## config.mk

```make
export PLATFORM = sky130hd
export DESIGN_NAME = goldbach_prime_pair_search
export DESIGN_NICKNAME = d
export VERILOG_FILES = /design/src/hdl/gpps_pkg.sv /design/src/hdl/goldbach_prime_pair_search.sv
export SDC_FILE = /design/constraint.sdc
export NUM_CORES = 1
export LEC_CHECK = 0
export BUFFER_PORTS_ARGS = -buffer_cell sky130_fd_sc_hd__buf_2
export CAP_MARGIN = 20
export CORE_MARGIN = 3
export CORE_UTILIZATION = 56
export CTS_CLUSTER_DIAMETER = 80
export DETAILED_ROUTE_END_ITERATION = 10
export GPL_TIMING_DRIVEN = 0
export PLACE_DENSITY = 0.8
export SLEW_MARGIN = 0
export SYNTH_ARGS = -nofsm -noshare
export SYNTH_HDL_FRONTEND = slang
export SYNTH_SLANG_ARGS = --single-unit
```

## constraint.sdc

```tcl
create_clock -name i_clk -period 4.8 [get_ports i_clk]
set_input_delay 0.48 -clock i_clk [delete_from_list [all_inputs] [get_ports i_clk]]
set_output_delay 0.48 -clock i_clk [all_outputs]
set_load 0.02 [all_outputs]
```

## src/hdl/gpps_pkg.sv

```systemverilog
package gpps_pkg;

    localparam int NUMBER_WIDTH = 16;
    localparam int SQ_WIDTH     = 2 * NUMBER_WIDTH;
    localparam int CNT_WIDTH    = $clog2(NUMBER_WIDTH);
    localparam int MIN_EVEN     = 4;
    localparam int FIRST_PRIME  = 2;

    typedef logic [NUMBER_WIDTH-1:0] t_number;
    typedef logic [SQ_WIDTH-1:0]     t_square;
    typedef logic [CNT_WIDTH-1:0]    t_count;
    typedef logic [1:0]              t_status;
    typedef logic [3:0]              t_upc;
    typedef logic [3:0]              t_uop;
    typedef logic [3:0]              t_ucond;

    localparam t_status ST_OK    = 2'd0;
    localparam t_status ST_ODD   = 2'd1;
    localparam t_status ST_SMALL = 2'd2;
    localparam t_status ST_NONE  = 2'd3;

    // Datapath operations.
    localparam t_uop OP_NOP       = 4'd0;
    localparam t_uop OP_ACCEPT    = 4'd1;
    localparam t_uop OP_SET_ODD   = 4'd2;
    localparam t_uop OP_SET_SMALL = 4'd3;
    localparam t_uop OP_INIT_P    = 4'd4;
    localparam t_uop OP_START_P   = 4'd5;
    localparam t_uop OP_DIV_START = 4'd6;
    localparam t_uop OP_DIV_STEP  = 4'd7;
    localparam t_uop OP_NEXT_D    = 4'd8;
    localparam t_uop OP_START_Q   = 4'd9;
    localparam t_uop OP_NEXT_P    = 4'd10;
    localparam t_uop OP_SET_OK    = 4'd11;
    localparam t_uop OP_EMIT      = 4'd12;

    // Jump conditions; the jump is taken when the condition holds.
    localparam t_ucond CD_NEVER      = 4'd0;
    localparam t_ucond CD_ALWAYS     = 4'd1;
    localparam t_ucond CD_NOT_ACCEPT = 4'd2;
    localparam t_ucond CD_N_ODD      = 4'd3;
    localparam t_ucond CD_N_LT4      = 4'd4;
    localparam t_ucond CD_P_GT_HALF  = 4'd5;
    localparam t_ucond CD_SQ_GT_C    = 4'd6;
    localparam t_ucond CD_DIV_BUSY   = 4'd7;
    localparam t_ucond CD_REM_ZERO   = 4'd8;
    localparam t_ucond CD_PHASE1     = 4'd9;
    localparam t_ucond CD_OUT_BUSY   = 4'd10;

    // Program addresses.
    localparam t_upc UA_WAIT     = 4'd0;
    localparam t_upc UA_ODD      = 4'd1;
    localparam t_upc UA_SMALL    = 4'd2;
    localparam t_upc UA_INIT     = 4'd3;
    localparam t_upc UA_LOOP_P   = 4'd4;
    localparam t_upc UA_TEST     = 4'd5;
    localparam t_upc UA_DIV      = 4'd6;
    localparam t_upc UA_NEXT_D   = 4'd7;
    localparam t_upc UA_BACK     = 4'd8;
    localparam t_upc UA_PRIME    = 4'd9;
    localparam t_upc UA_BACK2    = 4'd10;
    localparam t_upc UA_NOTPRIME = 4'd11;
    localparam t_upc UA_FOUND    = 4'd12;
    localparam t_upc UA_EMIT     = 4'd13;
    localparam t_upc UA_RETURN   = 4'd14;

    typedef struct packed {
        t_uop   op;
        t_ucond cond;
        t_upc   target;
    } t_uword;

    function automatic t_uword ucode(input t_upc addr);
        t_uword w;
        case (addr)
            UA_WAIT:     w = '{OP_ACCEPT,    CD_NOT_ACCEPT, UA_WAIT};
            UA_ODD:      w = '{OP_SET_ODD,   CD_N_ODD,      UA_EMIT};
            UA_SMALL:    w = '{OP_SET_SMALL, CD_N_LT4,      UA_EMIT};
            UA_INIT:     w = '{OP_INIT_P,    CD_NEVER,      UA_WAIT};
            UA_LOOP_P:   w = '{OP_START_P,   CD_P_GT_HALF,  UA_EMIT};
            UA_TEST:     w = '{OP_DIV_START, CD_SQ_GT_C,    UA_PRIME};
            UA_DIV:      w = '{OP_DIV_STEP,  CD_DIV_BUSY,   UA_DIV};
            UA_NEXT_D:   w = '{OP_NEXT_D,    CD_REM_ZERO,   UA_NOTPRIME};
            UA_BACK:     w = '{OP_NOP,       CD_ALWAYS,     UA_TEST};
            UA_PRIME:    w = '{OP_START_Q,   CD_PHASE1,     UA_FOUND};
            UA_BACK2:    w = '{OP_NOP,       CD_ALWAYS,     UA_TEST};
            UA_NOTPRIME: w = '{OP_NEXT_P,    CD_ALWAYS,     UA_LOOP_P};
            UA_FOUND:    w = '{OP_SET_OK,    CD_NEVER,      UA_WAIT};
            UA_EMIT:     w = '{OP_EMIT,      CD_OUT_BUSY,   UA_EMIT};
            UA_RETURN:   w = '{OP_NOP,       CD_ALWAYS,     UA_WAIT};
            default:     w = '{OP_NOP,       CD_ALWAYS,     UA_WAIT};
        endcase
        return w;
    endfunction

endpackage

```

## src/hdl/goldbach_prime_pair_search.sv

```systemverilog
// Run time is data dependent. Odd inputs and even inputs below four skip the search and go from
// their status step straight to the emit step. For an even input of four or more the block
// searches for the smallest prime p with n - p also prime, trying each trial divisor of a candidate
// in the bit-serial remainder unit. Throughput: one number at a time; after the result is
// registered, the sequencer passes its return step and then the wait step, where the next number is
// accepted. Reset: synchronous, active low; returns the sequencer to its wait step and clears o_out_valid.
module goldbach_prime_pair_search (
    input  logic                          i_clk,
    input  logic                          i_rst_n,
    input  logic                          i_in_valid,
    output logic                          o_in_stall,
    input  logic [gpps_pkg::NUMBER_WIDTH-1:0] i_number,
    output logic                          o_out_valid,
    input  logic                          i_out_stall,
    output logic [gpps_pkg::NUMBER_WIDTH-1:0] o_smaller_prime,
    output logic [gpps_pkg::NUMBER_WIDTH-1:0] o_larger_prime,
    output logic [1:0]                    o_status
);
    import gpps_pkg::*;

    t_upc    r_pc, n_pc;
    logic    r_out_valid;
    t_number r_num, r_p, r_c, r_d, r_quo, r_rem;
    t_square r_sq;
    t_count  r_cnt;
    logic    r_phase;
    t_number r_small, r_large;
    t_status r_status;
    t_number r_out_small, r_out_large;
    t_status r_out_status;

    t_uword  w;
    logic    accept;
    logic    out_busy;
    logic    take;
    logic [NUMBER_WIDTH:0] trial;
    t_number diff;

    assign w        = ucode(r_pc);
    assign accept   = i_in_valid && !o_in_stall;
    assign out_busy = r_out_valid && i_out_stall;
    assign diff     = r_num - r_p;
    // One restoring division step: shift in the next dividend bit and subtract if it fits.
    assign trial    = {r_rem, r_quo[NUMBER_WIDTH-1]};

    assign o_in_stall      = (r_pc != UA_WAIT);
    assign o_out_valid     = r_out_valid;
    assign o_smaller_prime = r_out_small;
    assign o_larger_prime  = r_out_large;
    assign o_status        = r_out_status;

    always_comb begin
        case (w.cond)
            CD_NEVER:      take = 1'b0;
            CD_ALWAYS:     take = 1'b1;
            CD_NOT_ACCEPT: take = !accept;
            CD_N_ODD:      take = r_num[0];
            CD_N_LT4:      take = (r_num < NUMBER_WIDTH'(MIN_EVEN));
            CD_P_GT_HALF:  take = (r_p > (r_num >> 1));
            CD_SQ_GT_C:    take = (r_sq > SQ_WIDTH'(r_c));
            CD_DIV_BUSY:   take = (r_cnt != CNT_WIDTH'(NUMBER_WIDTH - 1));
            CD_REM_ZERO:   take = (r_rem == '0);
            CD_PHASE1:     take = r_phase;
            CD_OUT_BUSY:   take = out_busy;
            default:       take = 1'b1;
        endcase
        n_pc = take ? w.target : r_pc + 4'd1;
    end

    always_ff @(posedge i_clk) begin
        if (!i_rst_n) begin
            r_pc        <= UA_WAIT;
            r_out_valid <= 1'b0;
        end else begin
            r_pc <= n_pc;
            if (w.op == OP_EMIT && !out_busy) begin
                r_out_valid <= 1'b1;
            end else if (!i_out_stall) begin
                r_out_valid <= 1'b0;
            end
        end
    end

    always_ff @(posedge i_clk) begin
        case (w.op)
            OP_ACCEPT: begin
                if (accept) begin
                    r_num <= i_number;
                end
                r_small <= '0;
                r_large <= '0;
            end
            OP_SET_ODD:   r_status <= ST_ODD;
            OP_SET_SMALL: r_status <= ST_SMALL;
            OP_INIT_P: begin
                r_status <= ST_NONE;
                r_p      <= NUMBER_WIDTH'(FIRST_PRIME);
            end
            OP_START_P, OP_START_Q: begin
                r_c     <= (w.op == OP_START_P) ? r_p : diff;
                r_phase <= (w.op == OP_START_Q);
                r_d     <= NUMBER_WIDTH'(FIRST_PRIME);
                r_sq    <= SQ_WIDTH'(FIRST_PRIME * FIRST_PRIME);
            end
            OP_DIV_START: begin
                r_quo <= r_c;
                r_rem <= '0;
                r_cnt <= '0;
            end
            OP_DIV_STEP: begin
                r_quo <= r_quo << 1;
                r_cnt <= r_cnt + 1'b1;
                if (trial >= {1'b0, r_d}) begin
                    r_rem <= NUMBER_WIDTH'(trial - {1'b0, r_d});
                end else begin
                    r_rem <= NUMBER_WIDTH'(trial);
                end
            end
            OP_NEXT_D: begin
                // (d + 1)^2 = d^2 + 2d + 1 keeps the bound test free of a multiplier.
                r_d  <= r_d + 1'b1;
                r_sq <= r_sq + SQ_WIDTH'({r_d, 1'b1});
            end
            OP_NEXT_P: r_p <= r_p + 1'b1;
            OP_SET_OK: begin
                r_status <= ST_OK;
                r_small  <= r_p;
                r_large  <= diff;
            end
            OP_EMIT: begin
                if (!out_busy) begin
                    r_out_small  <= r_small;
                    r_out_large  <= r_large;
                    r_out_status <= r_status;
                end
            end
            default: begin
            end
        endcase
    end

endmodule

```

### Word-level counts from Yosys, hierarchy flattened

Memory sizes are Yosys's and may differ from the RTL's. A register that Yosys moved wholly into a read port is not among the register bits.
Index checks and enable logic that the tools add are counted.

| cells by class | value |
|---|---|
| add/subtract/negate cells | 7 |
| magnitude comparators | 4 |
| eq/ne operators | 23 |
| muxes and demuxes | 16 |
| bitwise gates (word level) | 1 |
| reductions and logical operators | 17 |

Operator list:

| kind | count |
|---|---|
| case mux 16 bit (2 select lines) | 6 |
| case mux 32 bit (2 select lines) | 1 |
| adder 16 x 1 -> 16 bit, second input constant | 2 |
| adder 32 x 17 -> 32 bit | 1 |
| equality test 4 x 3 -> 1 bit, second input constant | 8 |
| equality test 4 bit, second input constant | 8 |
| > comparator 32 x 16 -> 1 bit | 1 |
| 2-to-1 mux 16 bit | 2 |
| subtractor 16 bit | 2 |
| greater-or-equal comparator 17 x 16 -> 1 bit | 1 |
| equality test 4 x 2 -> 1 bit, second input constant | 4 |
| > comparator 16 x 15 -> 1 bit | 1 |
| logical NOT 16 bit | 1 |
| < comparator 16 x 3 -> 1 bit, second input constant | 1 |
| case mux 1 bit (10 select lines) | 1 |
| adder 4 x 1 -> 4 bit, second input constant | 2 |
| 2-to-1 mux 4 bit | 2 |
| case mux 2 bit (4 select lines) | 1 |
| case mux 4 bit (2 select lines) | 1 |
| nonzero test 2 bit | 4 |
| nonzero test 4 bit | 2 |
| equality test 4 x 1 -> 1 bit, second input constant | 1 |
| logical NOT 4 bit | 1 |
| inequality test 4 bit, second input constant | 1 |
| 7 further kinds | 13 |

| word-level totals | value |
|---|---|
| flip-flop bits (word level) | 206 |
| ROM bits | 192 |
| input bits | 20 |
| output and inout port bits | 36 |
| logic and storage cells | 86 |
| memories kept | 1 |

Memory list:

| name | depth | width | read ports | clocked after Yosys merged registers in | wr ports | line | source |
|---|---|---|---|---|---|---|---|
| (name not given) | 16 | 12 | 1 | 1 | 0 | gpps_pkg.sv:75 | `case (addr)` |

### Logic depth before layout (Yosys ltp)

| logic depth | value |
|---|---|
| depth after elaboration | 7 |
| depth in mapped cells | 17 |

### Least setup slack after synthesis

No wires, ideal clock.

| timing path | value |
|---|---|
| kind | reg2reg |
| start | reg w[11] (netlist name) |
| end | reg r_d[0], enable pin |
| setup time | 520 ps |
| data arrival time | 4133 ps |
| data required time | 4280 ps |
| setup slack | 147 ps |
| stages on the path, launching flop included | 4 |
| buffers on the path | 1 |
| clock period less this slack | 4653 ps |
| cells stage by stage | dfxtp_1 clkbuf_1 nand2b_1 o21ai_0 |

| between the ends | value |
|---|---|
| word-level cells in the longest chain between the ends | 3 |

RTL lines:

| what | line | source |
|---|---|---|
| equality test 4 x 3 -> 1 bit / equality test 4 bit (equally long branches) | goldbach_prime_pair_search.sv:85 | `case (w.op)` |
| OR reduction 2 bit | goldbach_prime_pair_search.sv:85 |  |
| nonzero test 2 bit (no line) * | n/a |  |
| end signal, assigned | goldbach_prime_pair_search.sv:102 | `r_d <= NUMBER_WIDTH'(FIRST_PRIME);` |
| end signal, assigned | goldbach_prime_pair_search.sv:121 | `r_d <= r_d + 1'b1;` |
| end, declared | goldbach_prime_pair_search.sv:23 | `t_number r_num, r_p, r_c, r_d, r_quo, r_rem;` |

Mark *: on every way between the ends. The rest lies on a longest branch, timed or not.
A chain may end at the register's enable or synchronous reset.

### Worst setup path in the final report

| timing path | value |
|---|---|
| start | reg r_p[10] |
| end | reg w[11] (netlist name) |

| between the ends | value |
|---|---|
| word-level cells in the longest chain between the ends | 4 |

RTL lines:

| what | line | source |
|---|---|---|
| start, declared | goldbach_prime_pair_search.sv:23 |  |
| start signal, assigned | goldbach_prime_pair_search.sv:97 | `r_p <= NUMBER_WIDTH'(FIRST_PRIME);` |
| start signal, assigned | goldbach_prime_pair_search.sv:124 | `OP_NEXT_P: r_p <= r_p + 1'b1;` |
| > comparator 16 x 15 -> 1 bit | goldbach_prime_pair_search.sv:59 | `CD_P_GT_HALF: take = (r_p > (r_num >> 1));` |
| case mux 1 bit (10 select lines) | goldbach_prime_pair_search.sv:53 | `case (w.cond)` |
| 2-to-1 mux 4 bit | goldbach_prime_pair_search.sv:67 | `n_pc = take ? w.target : r_pc + 4'd1;` |
| 2-to-1 mux 4 bit (no line) | n/a |  |

Every way passes these cells.

==> results.toml <==
[routing]
via_count = 8999
wl_per_cell_um = 18.3
routed_via_density = 5.94
ant_nets = 0
first_pass_iters = 5
drc_errors = 0
drt-total-wl_um = 27800
drt_iter0_drc = 725

[clock_network]
clk_pin_slew_worst_paths_ns = 0.06
cts.htree.levels = 1
root_buffer = "clkbuf_16"
cts_tree = "yes"
holdBufCountCts = 0
cts.sinks = 218
cts_buffer_depth = 3
cts-buffers-inserted = 24
clkLatencyLatePin_ns = 0.54

[timing]
setup_violations = 0
fmax_ghz = 0.229
skew_ns = 0.0303
min_period_ns = 4.37
holdWs_ns = 0.121
worst_pin_slew_ns = 0.998
hold_viol_final = 0
rsz0062_at_grt = "false"
worst_slack_ns = 0.431
slew_viol_final = 0
slew_headroom_pct = 33.5
fin_crit_sh_pct = 91.0

[min_path]
min_delay_path_depth = 1
hold_class = "in -> reg"
hold_start = "i_number[11]"
holdPathEnd = "r_num[11]"

[floorplan]
ios = 56
die_y_um = 154
core_area_um2 = 21300
rows = 53
dieArea_um2 = 23700
die_w_um = 154
start_util_pct = 57.6

[status]
status = "completed"

[setup_path]
r2r-end = "w[11]"
cp-start-kind = "register"
slowest_delay_ns = 0.58
worstPathMaxFanout = 10
worstPathRequired_ns = 5.28
crit_path_cell_trace = "ha_1, nand3_1, or4_1, o311ai_0, a31oi_1, a211oi_4, buf_4, buf_6, mux2i_1, nor2_2, ha_1, inv_1, a41o_1, a221oi_1, nand2_1, o21ai_0, a31o_2"
worst_path_max_delay_cell = "or4_1"
worst_setup_path_end_kind = "register"
crit_path_frequent_cell = "ha_1"
r2r_cells = 17
r2r_start = "r_p[10]"
worst-setup-path-type = "reg -> reg"
arrival_ns = 4.85
reg2reg_setup_slack_ns = 0.43

[global_routing]
grt_overflow = 0
grt_pass1_wl_um = 44700
grt_max_degree = 37
grt_pass1_vias = 8574
grt_use_total_pct = 23.2
grt_antenna_before_repair = 0

[synth]
yosys_warnings = 0
synth-edff-count = 201
ys_types = 69
synth_adder_area_share_pct = 9.48
synth.net_count = 1243
synth_top_family_by_area = "simple AND/OR/NAND/NOR gates"
synth-simple-area-share_pct = 15.4
synth_xor_area_share_pct = 4.36
avgSynthCellArea_um2 = 10.8
synth_compound_area_share_pct = 11.6
synthCells = 1132
netlist_area_um2 = 12300
yosys-mux-area-fraction_pct = 3.28
synthArstFlopShare_pct = 0
ys.flop_type = "edfxtp_1"
ys_ff_latch = 218
ys_seq_area_share_pct = 52.0

[finish]
area_growth_pct = 13.0
multi_input_area_um2 = 5460
seq_area_um2 = 6380
final_cells = 1516
fillers = 1588
fin_nets = 1334
drive_gt1_share_pct = 12.2
antenna_cells = 0

[placement]
place_ws_ns = 0.213
portBuffers = 55
place_congestion = 0.906
dp_hpwl_um = 20200
dp.cells = 1468

[pwr]
power.leakage_nw = 5.38
vdd_drop_max_uv = 362
cellPowerDensity_nw_per_um2 = 532

[run]
max-cap-violations = 0
[through the flow]
| stage | area (um2) | power, W | TNS (ns) | utilization (%) |
|---|---|---|---|---|
| floorplan | 12300 | 0.00472 | 0 | - |
| global placement | 12900 | 0.00527 | -68.41 | 60.5 |
| detailed placement | 13000 | 0.00538 | 0 | 61.0 |
| CTS | 13800 | 0.00730 | 0 | 64.8 |
| global route | 13800 | 0.00778 | 0 | 65.0 |
| finish | 13800 | 0.00736 | 0 | 65.0 |
[kinds of logic after synthesis]
logic type	count (synthesis)
flip-flops	218
adder cells (fa/ha/maj)	91
AO/OA/AOI/OAI	222
AND/OR/NAND/NOR	384
XOR/XNOR	61
multiplexers	38
buffers and inverters	118
[placed cells by master, fill, tap and decap left out, types with 5 or more instances in the layout]
master	instances
nor3_1	20
ha_1	88
edfxtp_1	201
o21a_1	15
mux2_2	17
nor2b_1	18
and2_1	5
a211oi_1	11
inv_1	92
nor4_1	17
o21bai_1	5
nand2_1	69
a21o_1	14
o21ai_0	54
buf_2	57
clkbuf_1	29
mux2i_1	20
nand4_1	16
or2_2	5
nand3_1	33
buf_6	6
a31o_2	5
or3_1	18
xnor2_1	42
a31oi_1	5
xor2_1	19
nand2b_1	8
nor2_1	131
a21oi_1	65
clkbuf_16	24
dfxtp_1	17
buf_4	5
and3_1	15
[final cells by class]
class	count	area share, %
tap	275	2.49
sequential	218	46.1
timing repair buffer	65	2.79
multi-input combinational	796	39.4
clock inverter	10	1.15
clock buffer	34	4.68
inverter	92	2.49
buffer	26	0.913
[worst max-delay path, delay by kind of cell, from the launching register on]
family	cells	cell delay, ns
AOI/OAI and AO/OA	7	1.52
adders and majority gates	2	0.73
buffers and inverters	3	0.42
DFF	1	0.51
muxes	1	0.10
and+or+nand+nor	4	1.02
[registers in the layout (all words and copies together), names as in the netlist, 2 cells and up]
signal / flops
r_small: 16
r_d: 16
o_status: 2
r_status: 2
r_quo: 16
o_smaller_prime: 16
o_larger_prime: 16
r_rem: 16
w: 12
r_p: 16
r_large: 16
r_num: 16
r_sq: 32
r_cnt: 4
r_c: 16
r_pc: 4
[what timing repair did]
action	4_1_cts	5_1_grt
endpoints found under the hold margin	0	0
buffers inserted	0	3
setup endpoints to repair	0	1
resized for setup	0	3
[per-layer routing]
layer	wire [um]	share of wire, %	global-route usage [%]
met3	2150	7.8	3.24
met4	620	2.2	6.73
met5	0	0	0
met1	12300	44	34.0
met2	12700	46	36.5
[worst max path at each step]
stage | start | endpoint | slack, ns
after floorplan | w[11] | r_d[0] | 0.15
after global placement | w[11] | r_sq[23] | -1.43
after detailed placement | r_sq[15] | w[11] | 0.21
after CTS | r_sq[15] | w[11] | 0.18
after global routing | r_num[15] | w[11] | 0.08
final | r_p[10] | w[11] | 0.43
[cell usage after synthesis, drive strengths merged, types with 5 or more instances]
cell type	instances	area, um2
o21bai	5	37.5
a21oi	67	335
xnor2	42	368
a31oi	5	31.3
nor2b	18	113
nand2	69	259
mux2	17	191
nand4	16	100
o21a	15	113
clkbuf	20	75.1
inv	92	345
nor3	20	100
and3	16	101
or3	18	113
nor4	18	113
o21ai	57	289
mux2i	21	210
dfxtp	17	340
nand2b	8	50.1
a211oi	12	103
or2	5	31.3
nand3	33	165
ha	88	1100
and2	6	37.5
buf	6	51.3
nor3b	5	37.5
xor2	19	166
a31o	5	43.8
edfxtp	201	6040
a21o	15	114
nor2	132	495
[power breakdown]
part / switching, W / internal, W / total [W]
Sequential: 0.000292 / 0.00267 / 0.00296
Combinational: 0.00149 / 0.00101 / 0.00249
Clock: 0.000751 / 0.00116 / 0.00191
(Power assumes the default switching activity.)
